--- src/rtl/bps_pkg.sv ---
// Shared types and constants of the buzzer pattern sequencer.
// No dependencies; every other file of the block but the assertion header imports this package.
package bps_pkg;

    localparam int unsigned CLOCK_HZ_DEFAULT = 8000000;
    // The tone timer prescale is 32 * 2, for two toggles per tone period.
    localparam int unsigned TONE_PRESCALE = 32 * 2;

    localparam logic       CMD_TICK  = 1'b0;
    localparam logic       CMD_START = 1'b1;

    localparam int unsigned ADDR_W = 4;

    localparam logic        BEEP_ENABLE_RST  = 1'b1;
    localparam logic [7:0]  TICK_STEP_RST    = 8'd10;
    localparam logic [15:0] FREQ_MIN_RST     = 16'd500;
    localparam logic [15:0] FREQ_MAX_RST     = 16'd8000;

    typedef enum logic [1:0] {
        REG_BEEP_ENABLE = 2'd0,
        REG_TICK_STEP   = 2'd1,
        REG_FREQ_MIN    = 2'd2,
        REG_FREQ_MAX    = 2'd3
    } bps_reg_idx_t;

    typedef enum logic [1:0] {
        PH_STOP  = 2'd0,
        PH_ARMED = 2'd1,
        PH_BEEP  = 2'd2,
        PH_PAUSE = 2'd3
    } bps_phase_t;

    typedef enum logic [1:0] {
        ST_IDLE,
        ST_DIV,
        ST_COMMIT
    } bps_state_t;

    typedef struct packed {
        logic        beep_enable;
        logic [7:0]  tick_step_ms;
        logic [15:0] freq_min_hz;
        logic [15:0] freq_max_hz;
    } bps_cfg_t;

    typedef struct packed {
        logic latch;
        logic div_start;
        logic div_step;
        logic commit;
    } bps_cmd_t;

    typedef struct packed {
        logic armed;
        logic div_done;
        logic out_free;
    } bps_status_t;

endpackage

--- src/rtl/bps_cfg.sv ---
// APB-style configuration registers of the buzzer pattern sequencer.
// Depends on bps_pkg for register indexes, reset values and the config struct.
module bps_cfg import bps_pkg::*;
(
    input  logic              clk,
    input  logic              rst_n,
    input  logic              psel,
    input  logic              penable,
    input  logic              pwrite,
    input  logic [ADDR_W-1:0] paddr,
    input  logic [31:0]       pwdata,
    output logic [31:0]       prdata,
    output logic              pready,
    output bps_cfg_t          cfg
);

    logic         beep_enable_reg;
    logic [7:0]   tick_step_reg;
    logic [15:0]  freq_min_reg;
    logic [15:0]  freq_max_reg;
    logic         wr_en;
    bps_reg_idx_t idx;

    assign pready = 1'b1;
    assign wr_en  = psel && penable && pwrite;
    assign idx    = bps_reg_idx_t'(paddr[3:2]);

    always_ff @(posedge clk or negedge rst_n)
    begin
        if (!rst_n)
        begin
            beep_enable_reg <= BEEP_ENABLE_RST;
            tick_step_reg   <= TICK_STEP_RST;
            freq_min_reg    <= FREQ_MIN_RST;
            freq_max_reg    <= FREQ_MAX_RST;
        end
        else if (wr_en)
        begin
            unique case (idx)
                REG_BEEP_ENABLE: beep_enable_reg <= pwdata[0];
                REG_TICK_STEP:   tick_step_reg   <= pwdata[7:0];
                REG_FREQ_MIN:    freq_min_reg    <= pwdata[15:0];
                REG_FREQ_MAX:    freq_max_reg    <= pwdata[15:0];
                default:         ;
            endcase
        end
    end

    always_comb
    begin
        prdata = 32'd0;
        unique case (idx)
            REG_BEEP_ENABLE: prdata = {31'd0, beep_enable_reg};
            REG_TICK_STEP:   prdata = {24'd0, tick_step_reg};
            REG_FREQ_MIN:    prdata = {16'd0, freq_min_reg};
            REG_FREQ_MAX:    prdata = {16'd0, freq_max_reg};
            default:         prdata = 32'd0;
        endcase
    end

    assign cfg.beep_enable  = beep_enable_reg;
    assign cfg.tick_step_ms = tick_step_reg;
    assign cfg.freq_min_hz  = freq_min_reg;
    assign cfg.freq_max_hz  = freq_max_reg;

endmodule

--- src/rtl/bps_ctrl.sv ---
// Control state machine of the buzzer pattern sequencer.
// Depends on bps_pkg; drives the datapath through bps_cmd_t and reads bps_status_t.
module bps_ctrl import bps_pkg::*;
(
    input  logic        clk,
    input  logic        rst_n,
    input  logic        in_valid,
    output logic        in_stall,
    input  logic        command,
    input  bps_status_t status,
    output bps_cmd_t    cmd
);

    bps_state_t state_reg;
    bps_state_t state_next;

    always_ff @(posedge clk or negedge rst_n)
    begin
        if (!rst_n)
        begin
            state_reg <= ST_IDLE;
        end
        else
        begin
            state_reg <= state_next;
        end
    end

    always_comb
    begin
        state_next = state_reg;
        cmd        = '0;
        in_stall   = 1'b1;
        unique case (state_reg)
            ST_IDLE:
            begin
                in_stall = 1'b0;
                if (in_valid)
                begin
                    cmd.latch = 1'b1;
                    // Only the first tick after arming needs the compare value.
                    if (command == CMD_TICK && status.armed)
                    begin
                        cmd.div_start = 1'b1;
                        state_next    = ST_DIV;
                    end
                    else
                    begin
                        state_next = ST_COMMIT;
                    end
                end
            end
            ST_DIV:
            begin
                if (status.div_done)
                begin
                    state_next = ST_COMMIT;
                end
                else
                begin
                    cmd.div_step = 1'b1;
                end
            end
            ST_COMMIT:
            begin
                if (status.out_free)
                begin
                    cmd.commit = 1'b1;
                    state_next = ST_IDLE;
                end
            end
            default:
            begin
                state_next = ST_IDLE;
            end
        endcase
    end

endmodule

--- src/rtl/bps_datapath.sv ---
// Datapath of the buzzer pattern sequencer: sequence state, serial divider
// for the tone compare value and the output register. Depends on bps_pkg.
module bps_datapath import bps_pkg::*;
#(
    parameter int unsigned CLOCK_HZ = CLOCK_HZ_DEFAULT
)
(
    input  logic        clk,
    input  logic        rst_n,
    input  bps_cfg_t    cfg,
    input  bps_cmd_t    cmd,
    output bps_status_t status,
    input  logic        command,
    input  logic [15:0] tone_hz,
    input  logic [15:0] beep_ms,
    input  logic [15:0] gap_ms,
    input  logic [7:0]  repeat_count,
    output logic        out_valid,
    input  logic        out_stall,
    output logic        tone_active,
    output logic [7:0]  tone_compare,
    output logic [1:0]  seq_phase,
    output logic [7:0]  repeats_left
);

    // floor(CLOCK_HZ / (64 * f)) equals floor(floor(CLOCK_HZ / 64) / f).
    localparam int unsigned DIVIDEND = CLOCK_HZ / TONE_PRESCALE;
    localparam int unsigned DIV_W    = $clog2(DIVIDEND + 1);
    localparam int unsigned CNT_W    = $clog2(DIV_W + 1);
    localparam logic [DIV_W-1:0] DIVIDEND_V = DIV_W'(DIVIDEND);
    localparam logic [DIV_W-1:0] QUO_SAT    = DIV_W'(256);
    localparam logic [DIV_W-1:0] QUO_ONE    = DIV_W'(1);

    // Latched item.
    logic        item_cmd_reg;
    logic [15:0] item_hz_reg;
    logic [15:0] item_beep_reg;
    logic [15:0] item_gap_reg;
    logic [7:0]  item_rep_reg;

    // Sequence state.
    bps_phase_t  phase_reg, phase_next;
    logic [15:0] elapsed_reg, elapsed_next;
    logic [15:0] freq_reg, freq_next;
    logic [15:0] beep_len_reg, beep_len_next;
    logic [15:0] gap_len_reg, gap_len_next;
    logic [7:0]  rep_left_reg, rep_left_next;
    logic [7:0]  compare_reg, compare_next;
    logic        tone_on_reg, tone_on_next;

    // Divider.
    logic [DIV_W-1:0] quo_reg;
    logic [15:0]      rem_reg;
    logic [CNT_W-1:0] cnt_reg;
    logic [16:0]      rem_shift;
    logic             rem_ge;
    logic [16:0]      rem_diff;

    // Output register.
    logic        out_valid_reg;
    logic        out_tone_reg;
    logic [7:0]  out_compare_reg;
    logic [1:0]  out_phase_reg;
    logic [7:0]  out_rep_reg;

    logic [15:0]      freq_lo;
    logic [15:0]      freq_clamped;
    logic [15:0]      limit;
    logic [16:0]      elapsed_sum;
    logic [DIV_W-1:0] quo_dec;
    logic [7:0]       compare_sat;

    always_ff @(posedge clk)
    begin
        if (cmd.latch)
        begin
            item_cmd_reg  <= command;
            item_hz_reg   <= tone_hz;
            item_beep_reg <= beep_ms;
            item_gap_reg  <= gap_ms;
            item_rep_reg  <= repeat_count;
        end
    end

    // Restoring division, one quotient bit per cycle.
    assign rem_shift = {rem_reg, quo_reg[DIV_W-1]};
    assign rem_ge    = rem_shift >= {1'b0, freq_reg};
    assign rem_diff  = rem_shift - {1'b0, freq_reg};

    always_ff @(posedge clk)
    begin
        if (cmd.div_start)
        begin
            quo_reg <= DIVIDEND_V;
            rem_reg <= 16'd0;
        end
        else if (cmd.div_step)
        begin
            quo_reg <= {quo_reg[DIV_W-2:0], rem_ge};
            rem_reg <= rem_ge ? rem_diff[15:0] : rem_shift[15:0];
        end
    end

    always_ff @(posedge clk or negedge rst_n)
    begin
        if (!rst_n)
        begin
            cnt_reg <= '0;
        end
        else if (cmd.div_start)
        begin
            cnt_reg <= CNT_W'(DIV_W);
        end
        else if (cmd.div_step)
        begin
            cnt_reg <= cnt_reg - CNT_W'(1);
        end
    end

    assign quo_dec = quo_reg - QUO_ONE;

    always_comb
    begin
        if (freq_reg == 16'd0)
        begin
            compare_sat = 8'hFF;
        end
        else if (quo_reg == '0)
        begin
            compare_sat = 8'd0;
        end
        else if (quo_reg > QUO_SAT)
        begin
            compare_sat = 8'hFF;
        end
        else
        begin
            compare_sat = quo_dec[7:0];
        end
    end

    // Raise to the minimum first, then lower to the maximum.
    assign freq_lo      = (item_hz_reg < cfg.freq_min_hz) ? cfg.freq_min_hz : item_hz_reg;
    assign freq_clamped = (freq_lo > cfg.freq_max_hz) ? cfg.freq_max_hz : freq_lo;
    assign limit        = (phase_reg == PH_BEEP) ? beep_len_reg : gap_len_reg;
    assign elapsed_sum  = {1'b0, elapsed_reg} + {9'd0, cfg.tick_step_ms};

    always_comb
    begin
        phase_next    = phase_reg;
        elapsed_next  = elapsed_reg;
        freq_next     = freq_reg;
        beep_len_next = beep_len_reg;
        gap_len_next  = gap_len_reg;
        rep_left_next = rep_left_reg;
        compare_next  = compare_reg;
        tone_on_next  = tone_on_reg;
        if (item_cmd_reg == CMD_START)
        begin
            if (cfg.beep_enable)
            begin
                tone_on_next  = 1'b0;
                freq_next     = freq_clamped;
                beep_len_next = item_beep_reg;
                gap_len_next  = item_gap_reg;
                rep_left_next = item_rep_reg;
                phase_next    = PH_ARMED;
            end
        end
        else
        begin
            case (phase_reg) inside
                PH_ARMED:
                begin
                    compare_next = compare_sat;
                    phase_next   = PH_BEEP;
                    tone_on_next = 1'b1;
                    elapsed_next = 16'd0;
                end
                PH_BEEP, PH_PAUSE:
                begin
                    if (limit > elapsed_reg)
                    begin
                        elapsed_next = elapsed_sum[16] ? 16'hFFFF : elapsed_sum[15:0];
                    end
                    else
                    begin
                        elapsed_next = 16'd0;
                        if (phase_reg == PH_BEEP)
                        begin
                            tone_on_next = 1'b0;
                            phase_next   = (rep_left_reg != 8'd0) ? PH_PAUSE : PH_STOP;
                        end
                        else
                        begin
                            phase_next    = PH_BEEP;
                            tone_on_next  = 1'b1;
                            rep_left_next = rep_left_reg - 8'd1;
                        end
                    end
                end
                default:
                begin
                end
            endcase
        end
    end

    always_ff @(posedge clk or negedge rst_n)
    begin
        if (!rst_n)
        begin
            phase_reg    <= PH_STOP;
            elapsed_reg  <= 16'd0;
            freq_reg     <= 16'd0;
            beep_len_reg <= 16'd0;
            gap_len_reg  <= 16'd0;
            rep_left_reg <= 8'd0;
            compare_reg  <= 8'd0;
            tone_on_reg  <= 1'b0;
        end
        else if (cmd.commit)
        begin
            phase_reg    <= phase_next;
            elapsed_reg  <= elapsed_next;
            freq_reg     <= freq_next;
            beep_len_reg <= beep_len_next;
            gap_len_reg  <= gap_len_next;
            rep_left_reg <= rep_left_next;
            compare_reg  <= compare_next;
            tone_on_reg  <= tone_on_next;
        end
    end

    always_ff @(posedge clk or negedge rst_n)
    begin
        if (!rst_n)
        begin
            out_valid_reg <= 1'b0;
        end
        else if (cmd.commit)
        begin
            out_valid_reg <= 1'b1;
        end
        else if (!out_stall)
        begin
            out_valid_reg <= 1'b0;
        end
    end

    always_ff @(posedge clk)
    begin
        if (cmd.commit)
        begin
            out_tone_reg    <= tone_on_next;
            out_compare_reg <= compare_next;
            out_phase_reg   <= phase_next;
            out_rep_reg     <= rep_left_next;
        end
    end

    assign status.armed    = (phase_reg == PH_ARMED);
    assign status.div_done = (cnt_reg == '0);
    assign status.out_free = !out_valid_reg || !out_stall;

    assign out_valid    = out_valid_reg;
    assign tone_active  = out_tone_reg;
    assign tone_compare = out_compare_reg;
    assign seq_phase    = out_phase_reg;
    assign repeats_left = out_rep_reg;

endmodule

--- src/rtl/beep_pattern_sequencer.sv ---
// Buzzer pattern sequencer: start and tick items in, one status item out per item.
// Top level; depends on bps_pkg, bps_cfg, bps_ctrl and bps_datapath.
//
// Input channel (in_valid/in_stall): command 1 starts a pattern from tone_hz,
// beep_ms, gap_ms and repeat_count; command 0 is a time tick. Output channel
// (out_valid/out_stall): one item per input item with tone_active,
// tone_compare, seq_phase and repeats_left after that item.
// One item is in work at a time. A start item or an ordinary tick goes from the
// idle state through the commit state into the output register; the first tick
// after a start runs the serial divider, one quotient bit per cycle, before the
// commit state.
// The next item is taken in the cycle after the result is registered.
// A result may wait in the output register while the next item is worked on;
// that item then holds until the receiver takes the waiting result.
// Reset stops the sequence, clears the sequence state (tone off) and out_valid and
// loads the register defaults (enabled, 10 ms step, 500 Hz to 8000 Hz). The user
// writes registers over the APB port only while no item is in work (not enforced).
module beep_pattern_sequencer import bps_pkg::*;
#(
    parameter int unsigned CLOCK_HZ = CLOCK_HZ_DEFAULT
)
(
    input  logic              clk,
    input  logic              rst_n,
    input  logic              psel,
    input  logic              penable,
    input  logic              pwrite,
    input  logic [ADDR_W-1:0] paddr,
    input  logic [31:0]       pwdata,
    output logic [31:0]       prdata,
    output logic              pready,
    input  logic              in_valid,
    output logic              in_stall,
    input  logic              command,
    input  logic [15:0]       tone_hz,
    input  logic [15:0]       beep_ms,
    input  logic [15:0]       gap_ms,
    input  logic [7:0]        repeat_count,
    output logic              out_valid,
    input  logic              out_stall,
    output logic              tone_active,
    output logic [7:0]        tone_compare,
    output logic [1:0]        seq_phase,
    output logic [7:0]        repeats_left
);

    bps_cfg_t    cfg;
    bps_cmd_t    cmd;
    bps_status_t status;

    bps_cfg u_cfg (
        .clk     (clk),
        .rst_n   (rst_n),
        .psel    (psel),
        .penable (penable),
        .pwrite  (pwrite),
        .paddr   (paddr),
        .pwdata  (pwdata),
        .prdata  (prdata),
        .pready  (pready),
        .cfg     (cfg)
    );

    bps_ctrl u_ctrl (
        .clk      (clk),
        .rst_n    (rst_n),
        .in_valid (in_valid),
        .in_stall (in_stall),
        .command  (command),
        .status   (status),
        .cmd      (cmd)
    );

    bps_datapath #(
        .CLOCK_HZ (CLOCK_HZ)
    ) u_datapath (
        .clk          (clk),
        .rst_n        (rst_n),
        .cfg          (cfg),
        .cmd          (cmd),
        .status       (status),
        .command      (command),
        .tone_hz      (tone_hz),
        .beep_ms      (beep_ms),
        .gap_ms       (gap_ms),
        .repeat_count (repeat_count),
        .out_valid    (out_valid),
        .out_stall    (out_stall),
        .tone_active  (tone_active),
        .tone_compare (tone_compare),
        .seq_phase    (seq_phase),
        .repeats_left (repeats_left)
    );

endmodule

--- config.mk ---
export PLATFORM = sky130hd
export DESIGN_NAME = beep_pattern_sequencer
export DESIGN_NICKNAME = d
export VERILOG_FILES = /design/src/rtl/bps_pkg.sv /design/src/rtl/bps_cfg.sv /design/src/rtl/bps_ctrl.sv /design/src/rtl/bps_datapath.sv /design/src/rtl/beep_pattern_sequencer.sv
export SDC_FILE = /design/constraint.sdc
export NUM_CORES = 1
export LEC_CHECK = 0
export BUFFER_PORTS_ARGS = -buffer_cell sky130_fd_sc_hd__buf_2
export CORE_MARGIN = 1.5
export CORE_UTILIZATION = 43
export DETAILED_ROUTE_END_ITERATION = 6
export RECOVER_POWER = 50
export SLEW_MARGIN = 0
export SYNTH_ARGS = -nofsm -noshare
export SYNTH_HDL_FRONTEND = slang
export SYNTH_SLANG_ARGS = --single-unit
--- constraint.sdc ---
create_clock -name clk -period 5.3 [get_ports clk]
set_input_delay 1.06 -clock clk [delete_from_list [all_inputs] [get_ports clk]]
set_output_delay 1.06 -clock clk [all_outputs]
set_load 0.01 [all_outputs]
[Word-level counts from Yosys, hierarchy flattened]
Cells that the tools add are included.
Operators by class
  add/sub/neg operators: 5
  order comparisons: 5
  eq/ne operators: 12
  multiplexer cells: 50
  bitwise logic cells: 2
  reduce and logical (&&, ||, !) cells: 22
Operators by type and width (count)
  $mux W16: 8
  $pmux W32 S4: 1
  $mux W8: 11
  $gt A16 B16 Y1: 2
  $mux W2: 13
  $add A16 B8 Y17: 1
  $ge A17 B16 Y1: 1
  $gt A17 B9 Y1 const B: 1
  $logic_not A17 Y1: 1
  $logic_not A16 Y1: 1
  $lt A16 B16 Y1: 1
  $sub A16 B16 Y16: 1
  $sub A8 B1 Y8 const B: 2
  $mux W1: 14
  $eq A2 B2 Y1 const B: 5
  $mux W5: 2
  $reduce_and A3 Y1: 3
  $reduce_and A2 Y1: 4
  $reduce_bool A8 Y1: 1
  $eq A2 B1 Y1 const B: 3
  $ne A2 B2 Y1 const B: 3
  $pmux W2 S3: 1
  $logic_not A5 Y1: 1
  $sub A5 B1 Y5 const B: 1
  other kinds (8): 14
Word-level totals
  register bits: 241
  bits of input ports: 100
  output and inout port bits: 54
  logic and storage cells: 122

[Depth between registers and ports, before layout]
Gate-level depths: netlist (run 1).
  word-level depth: 7
  mapped depth: 18
  depth with buffers taken out: 16

[Cells and area by module]
From an unflattened synthesis (run 1), not the netlist that was laid out.
Second synthesis, totals
  cell total of the unflattened synthesis: 1289
  area total of the unflattened synthesis: 13155.1 µm²
By module, submodules not included
  bps_datapath: times used 1, cells an instance 1128, area an instance 10944.2 µm²
  bps_cfg: times used 1, cells an instance 147, area an instance 2075.7 µm²
  bps_ctrl: times used 1, cells an instance 14, area an instance 135.1 µm²

[Worst setup path after synthesis (run 1)]
OpenSTA, ideal clock, no wires.
  path kind: register -> register
  start: reg u_cfg.freq_min_reg[6]
  end: reg u_datapath.freq_reg[3]
  setup time: 120 ps
  arrival: 4111 ps
  path slack: 1068 ps
  cell stages (with the launch flop): 18
  period minus slack after synthesis: 4232 ps
  cell sequence: dfstp_2 -> inv_1 -> ha_1 -> a21o_1 -> a221o_1 -> a221oi_2 -> o21ai_1 -> a21oi_4 -> buf_8 -> mux2_4 -> ha_1 -> a21o_1 -> a21o_1 -> a211oi_1 -> a22o_1 -> buf_1 -> o22ai_1 -> a31o_2
On the way
  longest elaborated chain between the ends: 4
RTL lines
  start, declared: line bps_cfg.sv:19  | logic [15:0] freq_min_reg;
  start signal, assigned: line bps_cfg.sv:42  | REG_FREQ_MIN: freq_min_reg <= pwdata[15:0];
  $lt A16 B16 Y1: line bps_datapath.sv:143  | assign freq_lo = (item_hz_reg < cfg.freq_min_hz) ? cfg.freq_min_hz : item_hz_reg;
  $mux W16 (*): line bps_datapath.sv:143
  $gt A16 B16 Y1: line bps_datapath.sv:144  | assign freq_clamped = (freq_lo > cfg.freq_max_hz) ? cfg.freq_max_hz : freq_lo;
  $mux W16 (*): line bps_datapath.sv:144
  end signal, assigned: line bps_datapath.sv:226  | freq_reg <= freq_next;
  end, declared: line bps_datapath.sv:44  | logic [15:0] freq_reg, freq_next;
Mark *: on every way between the ends. The rest lies on a longest branch, timed or not.
A chain may end at the register's enable or synchronous reset.

[Worst setup path after layout (run 1)]
  start: reg u_cfg.freq_min_reg[6]
  end: reg u_datapath.freq_reg[2]
Same word-level chain as after synthesis.

==> metrics, run 1 <==
maximum root-to-sink buffer count 3; Req. time, crit path 5720 ps; Hold Path End u_datapath.beep_len_reg[5]; Worst VDD drop 0.261 mV; initial antenna violation count 0; commonest non-fill, non-tap cell in the layout nand2_1; number of synthesized flops with an enable pin 76; GP Congestion 0.819; Synth-to-Final Area Change 13.4%; GRT overflow 0; fmax 0.219 GHz; Critical Path AT 4990 ps; Root Buffer Master clkbuf_16; status finished, violations left; largest family of logic cells by synthesized area compound AO/OA/AOI/OAI gates; post-synthesis compound-gate area fraction 15.3%; Hold Slack 434 ps; Clock Latency Late Sink 530 ps; area occupied by multi-input gates 6070 sq um; P_int 5.55 mW; CTS buffer count 27; antenna viol nets, final 0; Crit path largest cell delay 530 ps; pre-CTS setup slack 723 ps; Post-Synth Simple-Gate Area 14.1%; DRT iter0 DRCs 591; cell depth of the worst flop-to-flop path 18; DR pass1 iterations 5; Post-Synth XOR/XNOR Area 1.89%; kind of launch point of the worst setup path register; layout cells sized above 1 18.8%; Comb power frac 44.5%; min Tclk post-route 4570 ps; Worst Setup SP u_cfg.freq_min_reg[6]; hold_buf cts 0; Row Count 63; Crit-path slowest cell dfstp_2; DR vias/cell 5.32; asr flop ratio synth 54.8%; Resized cells post-CTS 0; Hold Path Depth 2; pwr dens 618 nW/um^2; final worst slack 729 ps; critical path class reg2reg; r2r setup slk 730 ps; largest net degree at the start of global routing 59; multiplexer area fraction after synthesis 7.37%; slew margin rel. -114%; Hold Startpoint u_datapath.item_beep_reg[5]; Filler cells 2823; Port Buf Inserts 118; I/O pin total 154; vias in the first global route 9422; Sw Share 38.9%; Final Util 49.6%; total negative slack 0 ps; WL per Instance 16.0 microns; Net Switching 3.54 mW; violated checks capacitance limit, slew limit; routed vias 9614; clock skew 11.8 ps; final HPWL from detailed placement 20.7 mm; Initial Utilization 43.8%; die width 177 microns; Max Slew Vio Count 101; Nets 1573; YS warnings 0; commonest non-fill, non-tap cells in the layout 207 x nand2_1, 117 x dfrtp_1, 114 x buf_2, 83 x inv_1; max FFs per register 17; worst-margin pin slew 3210 ps; P_leak 6.47 nW; cell count after synthesis 1301; final setup vio count 0; Synth Register Bits 241; Seq/Total Area, Yosys 48.3%; drt total wl 28.9 mm; # DRC 0; unrepaired setup endpoints after global routing false; Setup Buffers After CTS 0; Syn Area/Cell 9.97 sq um; CTS tree yes; total die area 31200 sq um; max_cap viols 3; Final Hold Fails 0; first-pass GRT wire length 47.7 mm; worst r2r dst u_datapath.freq_reg[2]; clock group share of total power 20.7%; sequential share of power 34.8%; Worst R2R Start u_cfg.freq_min_reg[6]; power consumption 9.09 mW; Tot GR Track Use 18.7%; Sink Count 241; FF+latch area 6260 sq um; clock-pin slew on the worst setup and hold paths 60 ps; Antenna diodes 0; fin crit share 86.2%; H-Tree Depth 1; HP Class reg2reg; Syn Std Cell Area 13000 sq um; Yosys cell types 78; core footprint 29600 sq um; Crit Path Max Fanout 32; crit-path cells inv_1, ha_1, a21o_1, a221o_1, a221oi_2, o21ai_1, a21oi_4, buf_4, mux2_4, ha_1, a21o_1, nand3_1, a21oi_1, a211oi_1, a22o_1, buf_4, o22ai_1, a31o_2; Die Ht 177 microns; Worst setup EP type register; adder-cell share of the synthesized area 7.54%; most common flop cell mapped by yosys dfrtp_1
synth_stat cells, drive strengths merged, types with 4 or more instances:
library cell,count,area (sq um)
nand2,208,783
dfrtp,117,2930
inv,83,312
o21ai,79,395
edfxtp,76,2280
nor2,76,285
a21oi,75,390
ha,75,938
mux2,55,653
clkbuf,48,180
dfxtp,33,661
buf,30,208
mux2i,28,280
o22ai,25,156
nor2b,22,138
xnor2,20,175
a31o,18,158
a22o,17,149
nand3,17,85.1
nand4,16,106
dfstp,15,394
a21o,14,105
nor3,13,65.1
nor4,13,87.6
o22a,9,78.8
xor2,8,70.1
a211oi,7,52.6
a31oi,7,43.8
and2,7,43.8
and3,7,45.1
nand2b,7,43.8
a22oi,5,37.5
and4,5,43.8
o31ai,5,51.3
a221oi,4,47.6
a32oi,4,35.0
o211ai,4,30.0
o21a,4,30.0
or3,4,25.0
metrics by stage:
stage	cell area (sq um)	std cells
3_5_place_dp	13800	1757
3_3_place_gp	13800	1757
6_report	14700	1807
2_1_floorplan	13000	1316
5_1_grt	14700	1807
4_1_cts	14700	1807
cells by family (layout without fill, tap and decap cells):
kind of cell | count (synthesis) | in the layout
simple gates | 405 | 405
compound gates | 302 | 302
flops | 241 | 241
buf+inv | 162 | 263
mux | 84 | 84
fa+ha+maj | 77 | 77
xor+xnor | 28 | 28
other cells | 2 | 17
worst max-delay path: cells and delay by family, from the launching register on:
kind / cells / cell delay (ps)
compound gates: 11 / 2330
fa+ha+maj: 2 / 610
buf+inv: 3 / 600
flops: 1 / 530
mux: 1 / 320
simple gates: 1 / 70
metal layers:
layer	GRT usage [%]	wire length [microns]
met1	27.6	14400
met5	0	0
met4	3.71	389
met3	2.38	1320
met2	29.4	12800
final cells by class:
type                            count  share of cell area, %
Multi-Input combinational cell    913                   41.3
Sequential cell                   241                   42.6
Clock inverter                     12                  0.527
Timing Repair Buffer              129                   4.48
Clock buffer                       38                   5.65
Tap cell                          390                   3.32
Inverter                           84                   2.14
how the worst max path moves through the flow:
| stage | endpoint | cells past startpoint |
|---|---|---|
| after floorplan | u_datapath.freq_reg[3] | 17 |
| after global placement | u_datapath.freq_reg[4] | 18 |
| after detailed placement | u_datapath.freq_reg[4] | 18 |
| after CTS | u_datapath.freq_reg[3] | 18 |
| after global routing | u_datapath.freq_reg[14] | 18 |
| final | u_datapath.freq_reg[2] | 18 |
power groups by stage:
stage / clock network (mW) / logic, mW / registers [mW]
6_report: 1.88 / 4.04 / 3.17
5_1_grt: 2.00 / 4.59 / 3.26
4_1_cts: 1.92 / 4.07 / 3.16
3_5_place_dp: 0 / 4.05 / 3.19
3_3_place_gp: 0 / 3.95 / 3.17
2_1_floorplan: 0 / 3.23 / 3.03
Note: power is estimated with default switching activity, not from simulation.
==> inputs of run 2 (changes only) <==
--- a/config.mk
+++ b/config.mk
@@ -13,4 +13,5 @@
 export SLEW_MARGIN = 0
 export SYNTH_ARGS = -nofsm -noshare
 export SYNTH_HDL_FRONTEND = slang
+export SYNTH_HIERARCHICAL = 1
 export SYNTH_SLANG_ARGS = --single-unit
==> run 2 against run 1 <==
- the flow still finishes with violations (capacitance limit, slew limit)
- global-route usage rose by 0.063 points
- cell area rose by 0.82%
- utilization barely moved
- sequential share of layout area fell by 0.34 points
- register-to-register slack improved by 190 ps
- power fell by 10%
- routed wire length rose by 2.0%
- first-iteration DRC count rose by 13%
- area after synthesis rose by 1.4%
- combinational power fell by 16%
- critical path type unchanged
- critical endpoint is now u_datapath/freq_reg[14]
- largest cell class unchanged
==> metrics, run 2 <==
total negative slack 0 ps; CTS buffer count 27; cell depth of the worst flop-to-flop path 16; Worst Setup SP u_cfg/freq_min_reg[2]; vias in the first global route 9464; Final Hold Fails 0; asr flop ratio synth 54.8%; commonest non-fill, non-tap cells in the layout 178 x nand2_1, 117 x dfrtp_1, 115 x buf_2, 86 x nor2_1, 84 x inv_1; number of synthesized flops with an enable pin 76; crit-path cells inv_1, ha_1, o21ai_1, a221o_1, a21o_1, a31oi_2, buf_4, mux2_1, ha_1, a21oi_1, a21oi_1, o211ai_1, nand3_1, nand3_1, o22ai_1, a31o_2; most common flop cell mapped by yosys dfrtp_1; Initial Utilization 44.0%; core footprint 29900 sq um; cell total after placement 1752; drt total wl 29.5 mm; non-filler cells, final 1802; # DRC 0; status finished, violations left; min Tclk post-route 4380 ps; max_cap viols 2; Yosys top cell by area dfrtp_1; kind of launch point of the worst setup path register; Synth-to-Final Area Change 12.7%; Worst R2R Start u_cfg/freq_min_reg[2]; critical path class reg2reg; first-pass GRT wire length 48.1 mm; Final Cell Area 14800 sq um; DR WL met2 13.4 mm; commonest cells in the netlist 178 x nand2_1, 117 x dfrtp_1, 86 x nor2_1; Tot GR Track Use 18.8%; antenna viol nets, final 0; largest net degree at the start of global routing 64; Post-DP Area 14000 sq um; Nets 1568; Syn Std Cell Area 13200 sq um; total die area 31700 sq um; Resized cells post-CTS 0; DRT iter0 DRCs 665; cell count after synthesis 1289; YS warnings 6; Yosys top cell area share 22.3%; slew margin rel. -129%; commonest non-fill, non-tap cell in the layout nand2_1; Crit Path Max Fanout 16; Antenna diodes 0; maximum root-to-sink buffer count 3; GP Congestion 0.850; Hold Path Depth 2; Hold Path End u_datapath/gap_len_reg[8]; layout cells sized above 1 19.5%; Root Buffer Master clkbuf_16; clock skew 23.3 ps; violated checks capacitance limit, slew limit; pwr dens 549 nW/um^2; H-Tree Depth 1; fmax 0.228 GHz; GRT overflow 0; most frequent cell after synthesis nand2_1; Final Util 49.6%; worst-margin pin slew 3430 ps; DR pass1 iterations 5; Syn Area/Cell 10.2 sq um; WL per Instance 16.4 microns; Crit path largest cell delay 550 ps; DRT met1 WL 14.5 mm; Hold Startpoint u_datapath/item_gap_reg[8]; hold_buf cts 0; HP Class reg2reg; Critical Path AT 4820 ps; Row Count 63; Met3 Wirelength 996 microns; r2r setup slk 920 ps; worst r2r dst u_datapath/freq_reg[14]; die width 178 microns; fin crit share 82.7%; clock-pin slew on the worst setup and hold paths 60 ps; Setup Buffers After CTS 0; CTS tree yes; P_leak 6.50 nW; Req. time, crit path 5730 ps; DR vias/cell 5.36; Worst VDD drop 0.246 mV; Max Slew Vio Count 122; I/O pin total 154; Worst setup EP type register; max FFs per register 17; Die Ht 178 microns; Seq/Total Area, Yosys 47.6%; Clock Latency Late Sink 540 ps; initial antenna violation count 1; final setup vio count 0; Crit-path slowest cell dfstp_2; Synth Register Bits 241; top post-synthesis cells by area dfrtp_1 22%, edfxtp_1 17%, ha_1 7.1%; unrepaired setup endpoints after global routing false; Max Used Layer met4; Port Buf Inserts 118; Sink Count 241; Yosys cell types 89; final HPWL from detailed placement 20.6 mm; routed vias 9664
## run 2: through the flow
| stage | total power, mW | worst slack [ps] | hold slack (ps) |
|---|---|---|---|
| 2_1_floorplan | 5.53 | 786 | 415 |
| 3_3_place_gp | 6.26 | 965 | 423 |
| 3_5_place_dp | 6.34 | 896 | 424 |
| 4_1_cts | 8.20 | 897 | 437 |
| 5_1_grt | 8.80 | 457 | 461 |
| 6_report | 8.14 | 918 | 437 |
## run 2: critical path, delay by kind of cell (launching register included)
family / cells / cell delay, ps
multiplexers: 1 / 380
flip-flops: 1 / 550
AO/OA/AOI/OAI: 9 / 1770
adder cells (fa/ha/maj): 2 / 600
buffers and inverters: 2 / 330
AND/OR/NAND/NOR: 2 / 620
## run 2: how the worst max path moves through the flow
stage / cells past startpoint / slack, ps / to
after CTS: 16 / 900 / u_datapath/freq_reg[10]
after detailed placement: 16 / 900 / u_datapath/freq_reg[14]
after global routing: 2 / 460 / u_datapath/beep_len_reg[11]
after global placement: 16 / 970 / u_datapath/freq_reg[15]
after floorplan: 5 / 790 / u_datapath/cnt_reg[1]
final: 16 / 920 / u_datapath/freq_reg[14]
## run 2: routing by layer
metal / GRT usage, % / vias up
met4: 4.55 / 0
li1: - / 4807
met3: 2.08 / 31
met1: 27.1 / 4638
met5: 0 / -
met2: 30.0 / 188
## run 2: layout make-up
cell class,instances,area (sq um)
Multi-Input combinational cell,907,6230
Inverter,85,319
Timing Repair Buffer,129,661
Clock buffer,45,835
Fill cell,2808,15000
Sequential cell,241,6260
Tap cell,390,488
Clock inverter,5,26.3
## run 2: kinds of logic (layout without fill, tap and decap cells)
group           Yosys count  in the layout  synth area share (%)
compound gates          262            262                  13.6
xor+xnor                 25             25                  1.66
fa+ha+maj                77             77                  7.44
buf+inv                 156            264                  5.33
flops                   241            241                  47.6
mux                     114            114                  9.51
other cells               2             17                0.0571
simple gates            412            412                  14.8
## run 2: power by group
part	switching, mW	total, mW	leakage (nW)	internal, mW
clock	0.740	1.81	0.423	1.07
sequential	0.406	2.94	2.61	2.53
combinational	1.91	3.40	3.47	1.49
